<file path="src/bdcd_pkg.sv">
// ----------------------------------------------------------------------------
// bdcd_pkg
// Widths, register indexes and shared types of the button debouncer.
// ----------------------------------------------------------------------------
package bdcd_pkg;

  localparam int NUM_BUTTONS = 16;
  localparam int NUM_COMBOS  = 4;
  localparam int CNT_W       = 8;
  localparam int CFG_IDX_W   = 3;
  localparam int CFG_DATA_W  = 16;

  localparam logic [CFG_IDX_W-1:0] CFG_DEBOUNCE_LIMIT = 3'd0;
  localparam logic [CFG_IDX_W-1:0] CFG_ACTIVE_LOW     = 3'd1;
  localparam logic [CFG_IDX_W-1:0] CFG_BUTTON_ENABLE  = 3'd2;
  localparam logic [CFG_IDX_W-1:0] CFG_COMBO_A        = 3'd3;

  typedef logic [NUM_BUTTONS-1:0]                 btn_vec_t;
  typedef logic [NUM_COMBOS-1:0][NUM_BUTTONS-1:0] combo_masks_t;
  typedef logic [NUM_COMBOS-1:0]                  combo_vec_t;
  typedef logic [CNT_W-1:0]                       cnt_t;

  // What one lane reports for the current scan
  typedef struct packed {
    logic stable_next;
    logic press;
    logic release_ev;
  } lane_out_t;

endpackage

</file>
<file path="src/button_debounce_chord_detect.sv">
// ----------------------------------------------------------------------------
// button_debounce_chord_detect
// Takes one scan of raw pin levels per transfer, with every button debounced in
// its own lane in parallel, and returns the debounced pressed vector, press and
// release events and one fired bit per combo. A scan is accepted every cycle as
// long as the result register is free or being taken in the same cycle; the
// result appears in the cycle after the scan is accepted, held in the single output
// register behind the lanes and the combo merge. There is no clearing pass after
// reset. Configuration is written through cfg_write / cfg_index / cfg_data; an
// index with no register behind it is ignored.
// ----------------------------------------------------------------------------
module button_debounce_chord_detect
  import bdcd_pkg::*;
(
  input  logic                  clk,
  input  logic                  rst,
  input  logic                  cfg_write,
  input  logic [CFG_IDX_W-1:0]  cfg_index,
  input  logic [CFG_DATA_W-1:0] cfg_data,
  input  logic                  in_valid,
  output logic                  in_ready,
  input  btn_vec_t              raw_levels,
  output logic                  out_valid,
  input  logic                  out_ready,
  output btn_vec_t              pressed_now,
  output btn_vec_t              press_events,
  output btn_vec_t              release_events,
  output combo_vec_t            combo_fired
);

  cnt_t         debounce_limit;
  btn_vec_t     active_low_mask;
  btn_vec_t     button_enable_mask;
  combo_masks_t combo_masks;

  logic       step;
  btn_vec_t   level;
  btn_vec_t   stable_vec;
  btn_vec_t   press_vec;
  btn_vec_t   release_vec;
  combo_vec_t fired;
  lane_out_t  lane_outs [NUM_BUTTONS];

  // configuration registers
  always_ff @(posedge clk) begin
    if (rst) begin
      debounce_limit     <= '0;
      active_low_mask    <= '0;
      button_enable_mask <= '0;
      combo_masks        <= '0;
    end else if (cfg_write) begin
      if (cfg_index == CFG_DEBOUNCE_LIMIT) debounce_limit <= cfg_data[CNT_W-1:0];
      if (cfg_index == CFG_ACTIVE_LOW) active_low_mask <= cfg_data[NUM_BUTTONS-1:0];
      if (cfg_index == CFG_BUTTON_ENABLE) button_enable_mask <= cfg_data[NUM_BUTTONS-1:0];
      for (int k = 0; k < NUM_COMBOS; k++) begin
        if (cfg_index == CFG_COMBO_A + CFG_IDX_W'(k)) begin
          combo_masks[k] <= cfg_data[NUM_BUTTONS-1:0];
        end
      end
    end
  end

  assign in_ready = !out_valid || out_ready;
  assign step     = in_valid && in_ready;
  assign level    = raw_levels ^ active_low_mask;

  for (genvar i = 0; i < NUM_BUTTONS; i++) begin : g_lane
    bdcd_lane u_lane (
      .clk      (clk),
      .rst      (rst),
      .step     (step),
      .enable   (button_enable_mask[i]),
      .want     (level[i]),
      .limit    (debounce_limit),
      .lane_out (lane_outs[i])
    );
    assign stable_vec[i]  = lane_outs[i].stable_next;
    assign press_vec[i]   = lane_outs[i].press;
    assign release_vec[i] = lane_outs[i].release_ev;
  end

  bdcd_combo u_combo (
    .stable_vec  (stable_vec),
    .press_vec   (press_vec),
    .combo_masks (combo_masks),
    .fired       (fired)
  );

  // result register: load on each accepted scan, hold until taken
  always_ff @(posedge clk) begin
    if (rst) begin
      out_valid <= 1'b0;
    end else if (step) begin
      out_valid <= 1'b1;
    end else if (out_ready) begin
      out_valid <= 1'b0;
    end
  end

  always_ff @(posedge clk) begin
    if (step) begin
      pressed_now    <= stable_vec;
      press_events   <= press_vec;
      release_events <= release_vec;
      combo_fired    <= fired;
    end
  end

endmodule

</file>
<file path="src/bdcd_lane.sv">
// ----------------------------------------------------------------------------
// bdcd_lane
// One button's debounce core: stable state bit and bounce counter.
// ----------------------------------------------------------------------------
module bdcd_lane
  import bdcd_pkg::*;
(
  input  logic      clk,
  input  logic      rst,
  input  logic      step,
  input  logic      enable,
  input  logic      want,
  input  cnt_t      limit,
  output lane_out_t lane_out
);

  logic stable;
  logic stable_next;
  cnt_t count;
  cnt_t count_next;

  always_comb begin
    stable_next         = stable;
    count_next          = count;
    lane_out.press      = 1'b0;
    lane_out.release_ev = 1'b0;
    if (!enable) begin
      // undefined button: drop state silently
      stable_next = 1'b0;
      count_next  = '0;
    end else if (want != stable) begin
      // counter is compared before its increment; it is kept when levels agree
      if (count >= limit) begin
        stable_next         = want;
        count_next          = '0;
        lane_out.press      = want;
        lane_out.release_ev = !want;
      end else begin
        count_next = count + cnt_t'(1);
      end
    end
    lane_out.stable_next = stable_next;
  end

  always_ff @(posedge clk) begin
    if (rst) begin
      stable <= 1'b0;
      count  <= '0;
    end else if (step) begin
      stable <= stable_next;
      count  <= count_next;
    end
  end

endmodule

</file>
<file path="src/bdcd_combo.sv">
// ----------------------------------------------------------------------------
// bdcd_combo
// Merge stage: checks each combo mask against the lanes' new state and presses.
// ----------------------------------------------------------------------------
module bdcd_combo
  import bdcd_pkg::*;
(
  input  btn_vec_t     stable_vec,
  input  btn_vec_t     press_vec,
  input  combo_masks_t combo_masks,
  output combo_vec_t   fired
);

  always_comb begin
    for (int k = 0; k < NUM_COMBOS; k++) begin
      // an empty mask never fires since no press can fall inside it
      fired[k] = ((stable_vec & combo_masks[k]) == combo_masks[k]) &&
                 ((press_vec & combo_masks[k]) != '0);
    end
  end

endmodule

</file>
<file path="config.mk">
export PLATFORM = sky130hd
export DESIGN_NAME = button_debounce_chord_detect
export DESIGN_NICKNAME = d
export VERILOG_FILES = /design/src/bdcd_pkg.sv /design/src/button_debounce_chord_detect.sv /design/src/bdcd_lane.sv /design/src/bdcd_combo.sv
export SDC_FILE = /design/constraint.sdc
export NUM_CORES = 1
export LEC_CHECK = 0
export CORE_MARGIN = 2
export CORE_UTILIZATION = 55
export DETAILED_ROUTE_END_ITERATION = 8
export DONT_BUFFER_PORTS = 1
export PLACE_DENSITY = 0.78
export SLEW_MARGIN = 10
export SYNTH_ARGS = -nofsm -noshare
export SYNTH_HDL_FRONTEND = slang
export SYNTH_HIERARCHICAL = 1
export SYNTH_SLANG_ARGS = --single-unit
</file>
<file path="constraint.sdc">
create_clock -name clk -period 6.9 [get_ports clk]
set_input_delay 0 -clock clk [delete_from_list [all_inputs] [get_ports clk]]
set_output_delay 0 -clock clk [all_outputs]
set_load 0.005 [all_outputs]
</file>
==> metrics.txt, run 1 <==
Synth Cell Area=18,320 µm²; asr flop ratio synth=0; GRT overflow=0; Clock Skew=0.01590 ns; WL/cell=18.00 µm; Crit Path Max Fanout=17; CP Launch Type=flop; CTS tree=yes; Clk Latency, worst-skew pair=0.53 ns; WHS Endpoint=g_lane[8].u_lane/count[2]; Reg clk slew, reported paths=0.06 ns; Synth area leaders=dfxtp_1 27%, ha_1 9.8%, edfxtp_1 8.5%; cts repair resizes=0; post-route setup TNS=0 ns; Hold Path Depth=2; die width=186.5 µm; Initial Utilization=0.5603; layout cells sized above 1=0.06725; vias per cell=5.901; Hold Violations, Final=0; Placer Congestion=0.9097; CP max-delay cell=dfxtp_1; Worst Max-Slew Pin Slew=1.261 ns; DP Area=18,380 µm²; Final min period=3.887 ns; Leak=0.007217 µW; Syn Nets=2,348; Max Root-Sink Buffers=3; Synth Warn #=6; first-pass GRT wire length=75,430 µm; Worst Path Arrival=4.28 ns; Synth top area share=0.2721; hold path start=rst; post-synthesis cell count=2,164; worst hold path class=in -> reg; max incr delay on CP=1.05 ns; Worst R2R Setup Slack=3.01 ns; WL final=47,310 µm; # diodes=0; Root Buffer=clkbuf_16; CP required=7.29 ns; CP Cell Sequence=inv_1 -> ha_1 -> a211oi_2 -> o21ai_2 -> a21oi_1 -> mux2i_1 -> nor2_1 -> o22ai_1 -> nor4_1 -> and3_1; Post-synth EDFFs=52; Worst Reg-to-Reg Cells=10; remaining antenna violation count=0; status=complete, no violations; RSZ-0062 raised after global routing=no; final setup vio count=0; CP Buf/Inv Count=1; final max-slew violation count=0; DRC Markers=0; cts hold-fix bufs=41; Synth-to-Final Area Change=8.591%; Top Ports=94; Die H=186.5 µm; Yosys top cell by area=dfxtp_1; largest net degree at the start of global routing=266; worst r2r dst=combo_fired[0]; crit share post-route=0.5633; Worst path top cell family by delay=simple AND/OR/NAND/NOR gates; Max Cap Violations=0; CTS sink count=301; maximum VDD drop=189.6 µV; reg2reg start=debounce_limit[2]; overall global routing resource usage=0.2643; #FFs+latches synth=301; FP Rows=66; Post-Layout Inst Area=19,900 µm²; crit end category=flop; # fillers=2,807; fmax=0.2573 GHz; initial antenna violation count=0; CP startpoint=debounce_limit[2]; via count=15,510; DRT Pass-1 Iters=5; ys flop type=dfxtp_1; IO Port Bufs=0; Detail Placement HPWL=32,290 µm; DIE AREA=34,790 µm²; crit path kind=reg -> reg; Num CTS Buffers=34; Netlist cell types=42; initial drt markers=1,094; CTS H-tree lvls=2; CORE AREA=32,700 µm²; vias in the first global route=14,860; final net count=2,344; pwr dens=197.2 nW/µm²; Slew Limit Headroom=0.1582; average size of a mapped cell=8.467 µm²; post-synthesis sequential area ratio=0.3573; post-CTS setup buffers=0
## power breakdown
group	switching [µW]	internal, µW	total [µW]	leakage [µW]
sequential	34.4	1820	1850	0.00254
clock	746	1040	1790	0.000537
combinational	184	100	285	0.00414
total	965	2960	3920	0.00722
## logic make-up (layout without fill, tap and decap cells)
family,after synthesis,in the layout,synth area share
xor gates and xnor gates,32,32,0.01530
DFF,301,301,0.3573
buffers and inverters,331,353,0.08051
AOI/OAI and AO/OA,401,401,0.1528
and+or+nand+nor,835,835,0.2303
adders and majority gates,144,144,0.09833
muxes,120,120,0.06556
## area by class of cell
type	instances	area, µm²	area share
multi-input cells	1532	10300	0.5179
flip-flops and latches	301	6546	0.3290
clock buffers	53	1002	0.05037
inverters	241	904.6	0.04547
well taps	442	553.0	0.02780
repair buffers	50	495.5	0.02490
clock inverters	9	91.34	0.004591
## registers in the layout, indices dropped and copies added, names as in the netlist
register / cells
combo_fired: 4
g_lane.u_lane/count: 128
pressed_now: 16
press_events: 16
g_lane.u_lane/stable: 16
combo_masks: 64
active_low_mask: 16
button_enable_mask: 16
out_valid: 1
release_events: 16
debounce_limit: 8
## routing by layer
layer / up-vias / part of all wire / GRT usage
met4: 0 / 0.042 / 0.1126
met2: 432 / 0.46 / 0.4404
met5: - / 0 / 0
met1: 7413 / 0.44 / 0.3385
met3: 125 / 0.059 / 0.04608
li1: 7537 / - / -
## through the flow
| stage | util | total power, µW | worst slack (ns) | hold WS [ns] | cells |
|---|---|---|---|---|---|
| after floorplan | - | 2079 | 3.383 | 0.1191 | 2164 |
| after global placement | 0.5619 | 2115 | 3.099 | 0.1034 | 2525 |
| after detailed placement | 0.5619 | 2124 | 3.168 | 0.1039 | 2525 |
| after CTS | 0.6084 | 3952 | 3.122 | 0.001108 | 2628 |
| after global routing | 0.6084 | 4043 | 2.889 | 0.01538 | 2628 |
| final | 0.6084 | 3924 | 3.013 | 0.005724 | 2628 |
## synthesized netlist by cell type, drive strengths merged, types with 52 or more instances
cell type,n
nand2b,121
nor2,64
nand3,96
nand2,288
mux2i,120
inv,241
dfxtp,249
buf,75
ha,144
a31oi,80
edfxtp,52
nor3,80
a21oi,113
o21ai,80
## cell usage in the layout (no fill, tap or decap), types with 34 or more instances in the layout
master | synthesis | layout
dfxtp_1 | 249 | 249
dlygate4sd3_1 | 0 | 40
o21ai_1 | 48 | 48
inv_1 | 241 | 241
mux2i_1 | 120 | 120
ha_1 | 144 | 144
nand2b_1 | 121 | 121
a21oi_1 | 113 | 113
a31oi_1 | 80 | 80
nand3_1 | 96 | 96
nor3_1 | 80 | 80
edfxtp_1 | 52 | 52
clkbuf_16 | 0 | 34
nand2_1 | 288 | 288
nor2_1 | 64 | 64
## worst max path at each step
stage	cells past startpoint	endpoint	slack, ns
finish	10	combo_fired[0]	3.01
CTS	10	combo_fired[0]	3.12
global placement	10	combo_fired[0]	3.10
global route	10	combo_fired[0]	2.89
floorplan	6	g_lane[0].u_lane/count[7]	3.38
detailed placement	10	combo_fired[0]	3.17
No activity file was read; power rests on OpenSTA's default activity.
==> inputs of run 2 (changes only) <==
ABC_AREA = 1   (was unset)
clock period = 3.6 ns   (was 6.9 ns; I/O delays follow)
==> run 2 against run 1 <==
Core utilization grew 1.4 points. Critical path depth shrank 2. Critical endpoint is now active_low_mask[1]. Worst setup slack lost 2.5 ns. Die area shrank 0.89%.
==> metrics.txt, run 2 <==
fmax=0.3277 GHz; Detail Placement HPWL=32,710 µm (+1.3%); DRC Markers=0 (unchanged); crit path kind=in -> reg; #FFs+latches synth=301 (unchanged); worst hold path class=in -> reg; Crit Path Max Fanout=19 (+2); placed cells=2,980 (+18%); IO Port Bufs=0 (unchanged); Clk Latency, worst-skew pair=0.52 ns (about the same); WL/cell=15.34 µm (-15%); WL final=47,400 µm (+0.18%); Synth top area share=0.2746 (+0.002494); post-synthesis simple-gate area fraction=0.3433 (+0.1131); Synth top cells by count=605 x nand2_1, 453 x nor2_1, 394 x inv_1, 249 x dfxtp_1, 200 x nand3_1; most common cell after layout, fill and taps aside=nand2_1; status=complete, no violations; Clock Skew=0.01523 ns (-0.0006654 ns); Post-Synth Adder-Cell Area=0.09924 (+0.0009013); Max Root-Sink Buffers=3 (unchanged); max incr delay on CP=1.16 ns (+0.11 ns); first-pass GRT wire length=77,030 µm (+2.1%); initial drt markers=1,114 (+1.8%); post-synthesis cell count=2,571 (+19%); CP required=3.99 ns (-3.30 ns); Post-Synth XOR/XNOR Area=0.06175 (+0.04645); overall global routing resource usage=0.2778 (+0.01346); Hold Violations, Final=0 (unchanged); initial antenna violation count=0 (unchanged); Synth Area in Compound Gates=0.03473 (-0.1180); # diodes=0 (unchanged); Reg clk slew, reported paths=0.06 ns (about the same); crit share post-route=0.8475; die width=185.7 µm (-0.44%); pwr dens=401.1 nW/µm² (+100%); commonest cells after routing, fill and taps aside=605 x nand2_1, 450 x nor2_1, 394 x inv_1, 249 x dfxtp_1, 200 x nand3_1; final hold slack=0.03615 ns (+0.03042 ns); cell mode on critical path=dlygate4sd3_1; CTS tree=yes; Worst Path Arrival=3.44 ns (-0.84 ns); Netlist cell types=25 (-40%); Largest regs=g_lane.u_lane/count: 128 flops, combo_masks: 64 flops; count leader, synth=nand2_1; final net count=2,806 (+20%); asr flop ratio synth=0 (unchanged); CP startpoint=cfg_index[2]; CTS H-tree lvls=2 (unchanged); Die H=185.7 µm (-0.44%); Root Buffer=clkbuf_16; Num CTS Buffers=34 (unchanged); Post-synth EDFFs=52 (unchanged); Layout Cells excl Fill=3,090 (+18%); hold path start=cfg_index[2]; CP Launch Type=input port; Leak=0.009420 µW (+31%); vias in the first global route=15,710 (+5.7%); CP Cell Sequence=dlygate4sd3_1 -> nor2_4 -> dlygate4sd3_1 -> nand3_1 -> dlygate4sd3_1 -> nand2_1 -> nor2_1 -> dlygate4sd3_1; reg2reg start=debounce_limit[3]; final max-slew violation count=0 (unchanged); largest net degree at the start of global routing=117 (-56%); DIE AREA=34,480 µm² (-0.89%); Worst Max-Slew Pin Slew=0.9124 ns (-0.3486 ns); Top Ports=94 (unchanged); Synth-to-Final Area Change=11.58%; Synth area leaders=dfxtp_1 27%, nand2_1 13%, ha_1 9.9%; post-CTS setup buffers=0 (unchanged); ys flop type=dfxtp_1; largest family of logic cells by synthesized area=simple AND/OR/NAND/NOR gates; GRT overflow=0 (unchanged); CTS sink count=301 (unchanged); final setup vio count=0 (unchanged); CORE AREA=32,540 µm² (-0.51%); Slew Limit Headroom=0.3908 (+0.2327); Synth Warn #=6 (unchanged); Placer Congestion=0.9065 (-0.35%); vias per cell=5.239 (-11%); crit end category=flop; Max Cap Violations=0 (unchanged); DP Area=18,580 µm² (+1.1%); Reg with most FFs=g_lane.u_lane/count; post-route setup TNS=0 ns (unchanged); layout cells sized above 1=0.07175 (+0.004506); final core utilization=0.6227 (+0.01424); Final min period=3.051 ns; FP Rows=66 (unchanged); CP max-delay cell=dlygate4sd3_1; DRT Pass-1 Iters=5 (unchanged); average size of a mapped cell=7.062 µm² (-17%); Initial Utilization=0.5580 (-0.002270); mux cell area share after synthesis=0 (-0.06556); RSZ-0062 raised after global routing=no; remaining antenna violation count=0 (unchanged); post-synthesis sequential area ratio=0.3606 (+0.003275); Post-Layout Inst Area=20,260 µm² (+1.8%); via count=16,190 (+4.4%); Syn Nets=2,755 (+17%); max reg flops=128 (unchanged); Synth Cell Area=18,160 µm² (-0.91%); maximum VDD drop=283.4 µV (+49%); Yosys top cell by area=dfxtp_1
[run 2: cell families (layout without fill, tap and decap cells)]
kind of cell	count (synthesis)	in the layout
and+or+nand+nor	1430	1430
buffers and inverters	454	531
DFF	301	301
adders and majority gates	144	144
xor gates and xnor gates	128	128
AOI/OAI and AO/OA	114	114
[run 2: what timing repair did]
action | 4_1_cts | 5_1_grt
gates resized for setup | 0 | 0
hold buffers | 48 | 0
endpoints found under the hold margin | 266 | 0
[run 2: cell type report]
class / count / area, µm²
Sequential cell: 301 / 6546
Inverter: 401 / 1505
Timing Repair Buffer: 68 / 660.6
Clock inverter: 9 / 75.07
Multi-Input combinational cell: 1816 / 9811
Tap cell: 442 / 553.0
Clock buffer: 53 / 1109
Fill cell: 2839 / 12280
[run 2: path summary, 6_finish.rpt]
kind              cells after the start                   to  slack, ns
hold reg to reg                       2   active_low_mask[7]       0.50
setup / recovery                      8   active_low_mask[1]       0.55
hold / removal                        5  active_low_mask[12]       0.04
setup reg to reg                     15       combo_fired[3]       0.88
[run 2: stage by stage]
stage,power (µW),worst slack (ns)
finish,8127,0.5489
global route,8443,0.5145
CTS,8157,0.7377
detailed placement,4499,0.9674
global placement,4470,1.012
floorplan,4292,0.3482
[run 2: layer usage]
| metal | GRT usage | share of wire | vias to the layer above |
|---|---|---|---|
| li1 | - | - | 8083 |
| met1 | 0.3401 | 0.42 | 7493 |
| met2 | 0.4836 | 0.48 | 485 |
| met3 | 0.04754 | 0.061 | 128 |
| met4 | 0.1112 | 0.038 | 0 |
| met5 | 0 | 0 | - |
[run 2: critical path, delay by kind of cell]
kind / cells / cell delay (ns)
and+or+nand+nor: 4 / 0.49
buffers and inverters: 4 / 2.95
[run 2: power breakdown]
group          leakage (µW)  switching (µW)  internal (µW)
combinational       0.00629             609            283
clock              0.000583            1420           2200
sequential          0.00254            91.1           3520
==> inputs of run 3 (changes only) <==
ABC_AREA = 0   (was 1)
clock period = 2.87 ns   (was 3.6 ns; I/O delays follow)
==> run 3 against run 2 <==
Worst setup slack worse by 0.45 ns. Sequential share of layout area down 1.4 points. Routed wire length up 6.2%. Cell area up 4.6%. First-iteration DRC count up 21%. Count of clock-buffer cells in the layout up 1. Largest power group is now registers.
==> metrics.txt, run 3 (synthesis gave the netlist of run 1 again) <==
status=complete, no violations; footprint of the multi-input gates=10,510 µm² (+7.1%); Top Ports=94 (unchanged); Worst Path Arrival=3.17 ns (-0.27 ns); DRC Markers=0 (unchanged); most common cell after layout, fill and taps aside=nand2_1; CTS H-tree lvls=2 (unchanged); Max Cap Violations=0 (unchanged); CTS sink count=301 (unchanged); CP Launch Type=flop; Hold Violations, Final=0 (unchanged); CP startpoint=active_low_mask[7]; vias in the first global route=15,470 (-1.5%); Clock Skew=0.01744 ns (+0.002213 ns); Leak=0.007970 µW (-15%); layout cells sized above 1=0.1120 (+0.04023); crit path kind=reg -> reg; # diodes=0 (unchanged); CTS tree=yes; Worst Max-Slew Pin Slew=1.066 ns (+0.1538 ns); Clk Latency, worst-skew pair=0.52 ns (about the same); final setup vio count=0 (unchanged); overall global routing resource usage=0.2776 (about the same); via count=16,270 (+0.48%); maximum VDD drop=462.7 µV (+63%); RSZ-0062 raised after global routing=yes; Largest regs=g_lane.u_lane/count: 128 flops, combo_masks: 64 flops; fmax=0.3605 GHz; pwr dens=449.4 nW/µm² (+12%); crit end category=flop; Num CTS Buffers=34 (unchanged); WHS Endpoint=combo_masks[63]; worst hold path class=in -> reg; Worst R2R Setup Slack=0.1 ns (-0.78 ns); initial drt markers=1,350 (+21%); die width=186.5 µm (+0.45%); DRT Pass-1 Iters=6 (+1); initial antenna violation count=0 (unchanged); Layout Cells excl Fill=2,737 (-11%); Power, Total=9527 µW (+17%); crit share post-route=0.9665; sequential cell area=6548 µm² (about the same); Die H=186.5 µm (+0.45%); hold path start=cfg_index[2]; Reg clk slew, reported paths=0.06 ns (about the same); IO Port Bufs=0 (unchanged); Final min period=2.774 ns; worst r2r dst=g_lane[7].u_lane/count[2]; commonest cells after routing, fill and taps aside=288 x nand2_1, 248 x dfxtp_1, 241 x inv_1, 144 x ha_1, 121 x nand2b_1; Reg with most FFs=g_lane.u_lane/count; Detail Placement HPWL=33,470 µm (+2.3%); Max Root-Sink Buffers=3 (unchanged); CORE AREA=32,700 µm² (+0.51%); Crit Path Max Fanout=15 (-4); Synth-to-Final Area Change=15.69%; Slew Limit Headroom=0.2844 (-0.1064); Worst Reg-to-Reg Cells=7 (-8); Initial Utilization=0.5603 (+0.002270); Root Buffer=clkbuf_16; WL final=50,320 µm (+6.2%); Hold Path Depth=3 (-2); FP Rows=66 (unchanged); Placer Congestion=0.9746 (+7.5%); reg2reg start=active_low_mask[7]; # fillers=2,594 (-8.6%); CP required=3.26 ns (-0.73 ns); final net count=2,454 (-13%); remaining antenna violation count=0 (unchanged); vias per cell=5.943 (+13%); DIE AREA=34,790 µm² (+0.90%); max reg flops=128 (unchanged); WL/cell=18.38 µm (+20%); placed cells=2,576 (-14%); largest net degree at the start of global routing=212 (+81%); GRT overflow=0 (unchanged); final max-slew violation count=0 (unchanged); first-pass GRT wire length=79,350 µm (+3.0%)
-- run 3: where the power goes --
group	switching [µW]	total, µW	internal, µW
logic	493	792	299
registers	59.7	4420	4360
clock network	1760	4310	2560
-- run 3: area by class of cell --
type	instances	area share
inverter	241	0.04268
clock buffer	54	0.04858
multi-input combinational	1532	0.4958
sequential	301	0.3089
clock inverter	7	0.003069
tap	442	0.02609
timing repair buffer	160	0.07490
-- run 3: worst max-delay path, stage by stage (launching register included) --
cell	delay, ns
dfxtp_1	0.37
xor2_1	0.33
xor2_1	0.16
o21ai_1	0.85
nor3b_1	0.14
o21ai_1	0.18
a21oi_1	0.08
dlygate4sd3_1	0.55
-- run 3: repair_timing --
action	CTS	global route
pin swaps	0	8
setup endpoints to repair	4	49
gates resized for setup	12	39
hold buffers	86	0
gates cloned	0	0
endpoints found under the hold margin	255	0
buffers inserted	0	14
-- run 3: stage by stage --
| step | util | setup slack [ns] | setup TNS [ns] | hold slack, ns | area (µm²) |
|---|---|---|---|---|---|
| detailed placement | 0.5763 | -0.1266 | -0.2655 | 0.09368 | 18850 |
| finish | 0.6482 | 0.09623 | 0 | 0.009224 | 21200 |
| floorplan | - | 0.2474 | 0 | 0.1190 | 18320 |
| CTS | 0.6379 | 0.005370 | 0 | 0.001989 | 20860 |
| global route | 0.6482 | -0.04121 | -0.05280 | 0.02826 | 21200 |
| global placement | 0.5763 | -0.02841 | -0.04082 | 0.09796 | 18850 |
-- run 3: layer usage --
| layer | vias up | GRT usage | wire length (µm) |
|---|---|---|---|
| li1 | 7759 | - | - |
| met1 | 7769 | 0.3578 | 21270 |
| met5 | - | 0 | 0 |
| met3 | 142 | 0.03686 | 3305 |
| met2 | 596 | 0.4701 | 23470 |
| met4 | 0 | 0.1145 | 2268 |
-- run 3: worst max path at each step --
stage,endpoint,slack [ns],cells after the start
6_report,g_lane[7].u_lane/count[2],0.1,7
5_1_grt,combo_fired[2],-0.04,11
4_1_cts,combo_fired[3],0.005,11
3_5_place_dp,combo_fired[3],-0.13,11
3_3_place_gp,combo_fired[2],-0.03,11
2_1_floorplan,combo_fired[2],0.25,10
